## config.mk

```make
export PLATFORM = sky130hd
export DESIGN_NAME = ufpc_ctrl
export DESIGN_NICKNAME = d
export VERILOG_FILES = /design/src/sv/ufpc_pkg.sv /design/src/sv/ufpc_ctrl.sv
export SDC_FILE = /design/constraint.sdc
export NUM_CORES = 1
export LEC_CHECK = 0
export ABC_CLOCK_PERIOD_IN_PS = 2500
export BUFFER_PORTS_ARGS = -buffer_cell sky130_fd_sc_hd__buf_2
export CAP_MARGIN = 20
export CELL_PAD_IN_SITES_DETAIL_PLACEMENT = 0
export CELL_PAD_IN_SITES_GLOBAL_PLACEMENT = 1
export CORE_MARGIN = 4
export CORE_UTILIZATION = 38
export DETAILED_ROUTE_END_ITERATION = 7
export MAX_ROUTING_LAYER = met4
export PLACE_DENSITY_LB_ADDON = 0.1
export SLEW_MARGIN = 0
export SYNTH_ARGS = -nofsm -noshare
export SYNTH_HDL_FRONTEND = slang
export SYNTH_SLANG_ARGS = --single-unit
```

## constraint.sdc

```tcl
create_clock -name clk_i -period 2.5 [get_ports clk_i]
set_clock_uncertainty 0.2 [all_clocks]
set_input_delay 0.5 -clock clk_i [delete_from_list [all_inputs] [get_ports clk_i]]
set_output_delay 0.5 -clock clk_i [all_outputs]
set_load 0.1 [all_outputs]
```

## src/sv/ufpc_pkg.sv

```systemverilog
// shared types and constants for the union-find engine
// no dependencies; used by ufpc_ctrl, ufpc_dp and union_find_path_compression
package ufpc_pkg;

  localparam int NODE_W = 11;
  localparam int OP_W   = 2;

  typedef enum logic [OP_W-1:0] {
    OP_CLEAR = 2'd0,
    OP_JOIN  = 2'd1,
    OP_FIND  = 2'd2
  } op_e;

  // controller to datapath
  typedef struct packed {
    logic load_item;   // latch clamped node_a / node_b, start walk at node_a
    logic issue_cur;   // read parent of the current node
    logic walk;        // one step of the root walk
    logic compress;    // one step of path rewrite
    logic next_b;      // keep first root, restart at node_b
    logic link;        // hang first root under second
    logic sweep_clr;   // restart the init sweep
    logic sweep;       // write one self link
    logic out_load;    // load the result register
    logic out_zero;    // result is zero rather than the root
  } cmd_t;

  // datapath to controller
  typedef struct packed {
    logic root_hit;
    logic start_is_root;
    logic cmp_last;
    logic sweep_last;
    logic out_free;
  } sts_t;

endpackage

```

## src/sv/ufpc_ctrl.sv

```systemverilog
// sequencer for clear sweep, root walk, path rewrite and link
// depends on ufpc_pkg (cmd_t, sts_t, op_e)
module ufpc_ctrl (
  input  logic                           clk_i,
  input  logic                           rst_ni,
  input  logic                           in_valid_i,
  input  logic [ufpc_pkg::OP_W-1:0]      operation_i,
  output logic                           in_stall_o,
  input  ufpc_pkg::sts_t                 sts_i,
  output ufpc_pkg::cmd_t                 cmd_o
);

  typedef enum logic [7:0] {
    S_SWEEP = 8'b0000_0001,
    S_IDLE  = 8'b0000_0010,
    S_START = 8'b0000_0100,
    S_WALK  = 8'b0000_1000,
    S_CMP   = 8'b0001_0000,
    S_FOUND = 8'b0010_0000,
    S_LINK  = 8'b0100_0000,
    S_DONE  = 8'b1000_0000
  } state_e;

  state_e state_q, state_d;
  logic   join_q, join_d;
  logic   second_q, second_d;
  logic   zero_q, zero_d;
  logic   report_q, report_d;
  logic   accept;

  assign in_stall_o = (state_q != S_IDLE);
  assign accept     = in_valid_i && !in_stall_o;

  always_comb begin
    state_d  = state_q;
    join_d   = join_q;
    second_d = second_q;
    zero_d   = zero_q;
    report_d = report_q;
    cmd_o    = '0;
    cmd_o.out_zero = zero_q;

    case (state_q)
      S_SWEEP: begin
        cmd_o.sweep = 1'b1;
        if (sts_i.sweep_last) begin
          state_d = report_q ? S_DONE : S_IDLE;
        end
      end
      S_IDLE: begin
        if (accept) begin
          second_d = 1'b0;
          case (operation_i)
            ufpc_pkg::OP_CLEAR: begin
              cmd_o.sweep_clr = 1'b1;
              zero_d   = 1'b1;
              report_d = 1'b1;
              state_d  = S_SWEEP;
            end
            ufpc_pkg::OP_JOIN: begin
              cmd_o.load_item = 1'b1;
              join_d  = 1'b1;
              zero_d  = 1'b0;
              state_d = S_START;
            end
            ufpc_pkg::OP_FIND: begin
              cmd_o.load_item = 1'b1;
              join_d  = 1'b0;
              zero_d  = 1'b0;
              state_d = S_START;
            end
            default: begin
              // unused code: no table change, zero result
              zero_d  = 1'b1;
              state_d = S_DONE;
            end
          endcase
        end
      end
      S_START: begin
        cmd_o.issue_cur = 1'b1;
        state_d = S_WALK;
      end
      S_WALK: begin
        cmd_o.walk = 1'b1;
        if (sts_i.root_hit) begin
          state_d = sts_i.start_is_root ? S_FOUND : S_CMP;
        end
      end
      S_CMP: begin
        cmd_o.compress = 1'b1;
        if (sts_i.cmp_last) begin
          state_d = S_FOUND;
        end
      end
      S_FOUND: begin
        if (join_q && !second_q) begin
          cmd_o.next_b = 1'b1;
          second_d = 1'b1;
          state_d  = S_START;
        end else if (join_q) begin
          state_d = S_LINK;
        end else begin
          state_d = S_DONE;
        end
      end
      S_LINK: begin
        cmd_o.link = 1'b1;
        state_d = S_DONE;
      end
      S_DONE: begin
        if (sts_i.out_free) begin
          cmd_o.out_load = 1'b1;
          state_d = S_IDLE;
        end
      end
      default: begin
        state_d = S_IDLE;
      end
    endcase
  end

  always_ff @(posedge clk_i or negedge rst_ni) begin
    if (!rst_ni) begin
      state_q  <= S_SWEEP;
      join_q   <= 1'b0;
      second_q <= 1'b0;
      zero_q   <= 1'b0;
      report_q <= 1'b0;
    end else begin
      state_q  <= state_d;
      join_q   <= join_d;
      second_q <= second_d;
      zero_q   <= zero_d;
      report_q <= report_d;
    end
  end

endmodule

```

==> reports/metrics.cfg <==
[status]
status = complete, no violations

[layout]
nets = 132
drive_gt1_share_pct = 41.53
area_delta_synth_final_pct = 44.06
final_util_pct = 59.28
antenna_cells = 0

[setup_path]
worstPathRequired_ns = 1.80
cp.arrival_ns = 1.78
setup.worst_path.end_class = output port
critPathBufInv = 1
start_kind = flop
crit_family = simple AND/OR/NAND/NOR gates
crit_fanout = 5
critPathKind = reg2out
slowest_stage = or4_4
path_cells = or4_4 > nor2_2 > and4_4 > buf_12
critPathMaxStageDelay_ns = 0.56

[sta]
drv_slew = 0
slew_headroom_pct = 68.01
setup-violations-final = 0
fmax_ghz = 0.4025
rsz0062_at_grt = true
finalHoldViolCount = 0
worstMarginPinSlew_ns = 0.4832
tns_ns = 0
period_needed_ns = 2.485
post-route-period-util_pct = 99.39

[power_and_ir_drop]
sw_frac_of_total_pct = 52.44
p_int_mw = 0.7370
vdd_drop_max_uv = 770.4
leakage_nw = 0.5243
total_power_mw = 1.550
power_frac_seq_pct = 22.2
power_frac_clock_pct = 8.1
power.switching_mw = 0.8126
power_density_mw_per_mm2 = 1293
pwr-share-comb_pct = 69.7

[logic_synthesis]
yosysUniqueCellTypes = 40
synth_area_sq_um = 832.0
synth_seq_cells = 12
ys_seq_area_share_pct = 36.24
ys_warn_count = 0
async_flop_share_pct = 100.0
synth_edf_count = 0
avgSynthCellArea_sq_um = 9.143
synthCells = 91
synthFlopType = dfrtp_1
synth_nets = 104

[global_routing]
met1_usage_pct = 19.80
grtUsageMet2_pct = 26.97
track_usage_pct = 16.72
grt_pass1_wl_um = 3443
grt-busiest-layer = met2
grt.overflow.total = 0
grt_pass1_vias = 747
antenna_found_initial = 0
met3_usage_pct = 5.177
grt_start_max_net_pins = 13

[clock_tree]
tritoncts = done
htreeDepth = 1
clk_latency_ns = 0.27
cts_made_buffers = 3
clock-root-buffer = clkbuf_4
cts_sinks = 12
clockBufferDepth = 2
clkTransAtPathRegs_ns = 0.08

[detailed_routing]
dr.pass1.iters = 4
ant_nets = 0
drt-initial-drc-count = 8
vias = 754
wl_per_cell_um = 13.21
drc = 0
drt-total-wl_um = 1915
via_per_inst = 5.200

[floorplan]
die-width_um = 54.80
row_count = 16
die_y_um = 54.80
io_pins = 21
core-area_sq_mm = 0.002022
initial_core_util_pct = 41.15
dieArea_sq_mm = 0.003002

[job]
maxCapViolCount = 0

[min_path]
hold_class = in2reg

[placement]
io_buffer_count = 20
place_congestion = 0.7891
hpwlAfterDp_um = 1538

[kinds of logic (layout without fill, tap and decap cells)]
logic type / count (synthesis) / in the layout / synth area share (%)
AOI/OAI and AO/OA: 20 / 20 / 17.74
adders and majority gates: 3 / 3 / 4.512
buffers and inverters: 11 / 38 / 6.766
and+or+nand+nor: 43 / 43 / 32.33
muxes: 1 / 1 / 1.353
DFF: 12 / 12 / 36.24
xor gates and xnor gates: 1 / 1 / 1.053
[layout by cell type, fill, tap and decap left out, types with 2 or more instances in the layout]
master,synthesis,layout
nor2b_1,3,3
o32ai_1,2,2
nor2_4,0,2
nor4_4,1,2
a22oi_1,2,2
o22ai_1,2,2
nor4_2,2,2
ha_1,3,3
dfrtp_2,0,3
and3_4,1,2
nor2_1,12,9
nor3_1,2,2
nand2b_1,3,3
nor4b_1,2,2
dfrtp_1,11,8
nand2_1,6,6
inv_1,8,7
a21oi_1,3,3
a211oi_1,2,2
nand3_1,2,2
clkbuf_4,0,4
buf_12,0,9
o31ai_1,2,2
buf_4,2,4
buf_2,0,10
[cell usage after synthesis, types with 2 or more instances]
cell type,instances,share of area [%]
nand2_1,6,2.7
nor3_1,2,1.2
nand3_1,2,1.2
o22ai_1,2,1.5
a21oi_1,3,1.8
o31ai_1,2,1.8
nor2_1,12,5.4
a211oi_1,2,1.8
nor4_2,2,3.0
dfrtp_1,11,33
inv_1,8,3.6
nand2b_1,3,2.3
o32ai_1,2,2.1
nor2b_1,3,2.3
ha_1,3,4.5
a22oi_1,2,1.8
nor4b_1,2,2.1
buf_4,2,1.8
[state kept, by name (all words and copies together) (netlist names)]
| name | flops |
|---|---|
| state_q | 8 |
| join_q | 1 |
| report_q | 1 |
| second_q | 1 |
| zero_q | 1 |
[power groups by stage]
| stage | registers (mW) | logic, mW | clock network (mW) |
|---|---|---|---|
| after floorplan | 0.325 | 0.771 | 0 |
| after global placement | 0.342 | 0.960 | 0 |
| after detailed placement | 0.343 | 0.962 | 0 |
| after CTS | 0.340 | 1.02 | 0.131 |
| after global routing | 0.355 | 1.17 | 0.142 |
| final | 0.344 | 1.08 | 0.125 |
[stage by stage]
step           setup slack, ns  area [sq um]  instances  hold WS (ns)
2_1_floorplan          -0.1702         858.3         91      0.004409
3_3_place_gp            0.2348          1109        136        0.1933
3_5_place_dp            0.2119          1109        136        0.1921
4_1_cts              -0.008970          1171        144        0.1909
5_1_grt               -0.07012          1199        145        0.1841
6_report               0.01527          1199        145        0.1918
[cell type report]
cell class / instances / area, sq um
multi-input combinational: 68 / 514.2
timing repair buffer: 26 / 289.0
clock buffer: 4 / 26.28
fill: 187 / 823.3
sequential: 12 / 305.3
inverter: 8 / 30.03
tap: 27 / 33.78
[metal layers]
layer,wire [um],share of wire (%),vias to the layer above
met2,933,49,16
li1,-,-,381
met4,16,0.84,0
met5,0,0,-
met3,102,5.3,2
met1,862,45,355
[path summary, 6_finish.rpt]
| kind | slack [ns] | end | start | depth (start not counted) |
|---|---|---|---|---|
| worst max-delay path | 0.02 | cmd_o[1] | state_q[2] | 4 |
| worst min-delay path | 0.19 | state_q[0] | sts_i[1] | 2 |
| worst max register to register | 0.56 | state_q[1] | state_q[2] | 5 |
| worst min register to register | 0.29 | zero_q | zero_q | 2 |
| max in group asynchronous | 1.40 | state_q[0] | rst_ni | 2 |
| min in group asynchronous | 0.43 | zero_q | rst_ni | 2 |
[worst register-to-register path, cell delays in order, from the launching register on]
cell	delay [ns]
dfrtp_1	0.43
or4_4	0.56
buf_4	0.17
nor4_2	0.21
nor3_1	0.11
a2bb2oi_1	0.16
[repair_timing]
item,CTS,global route
buffers inserted,3,1
hold endpoints to repair,11,0
pin swaps,3,3
gates resized for setup,3,8
hold buffers,1,0
setup endpoints to repair,2,9
No activity file was read; power rests on OpenSTA's default activity.
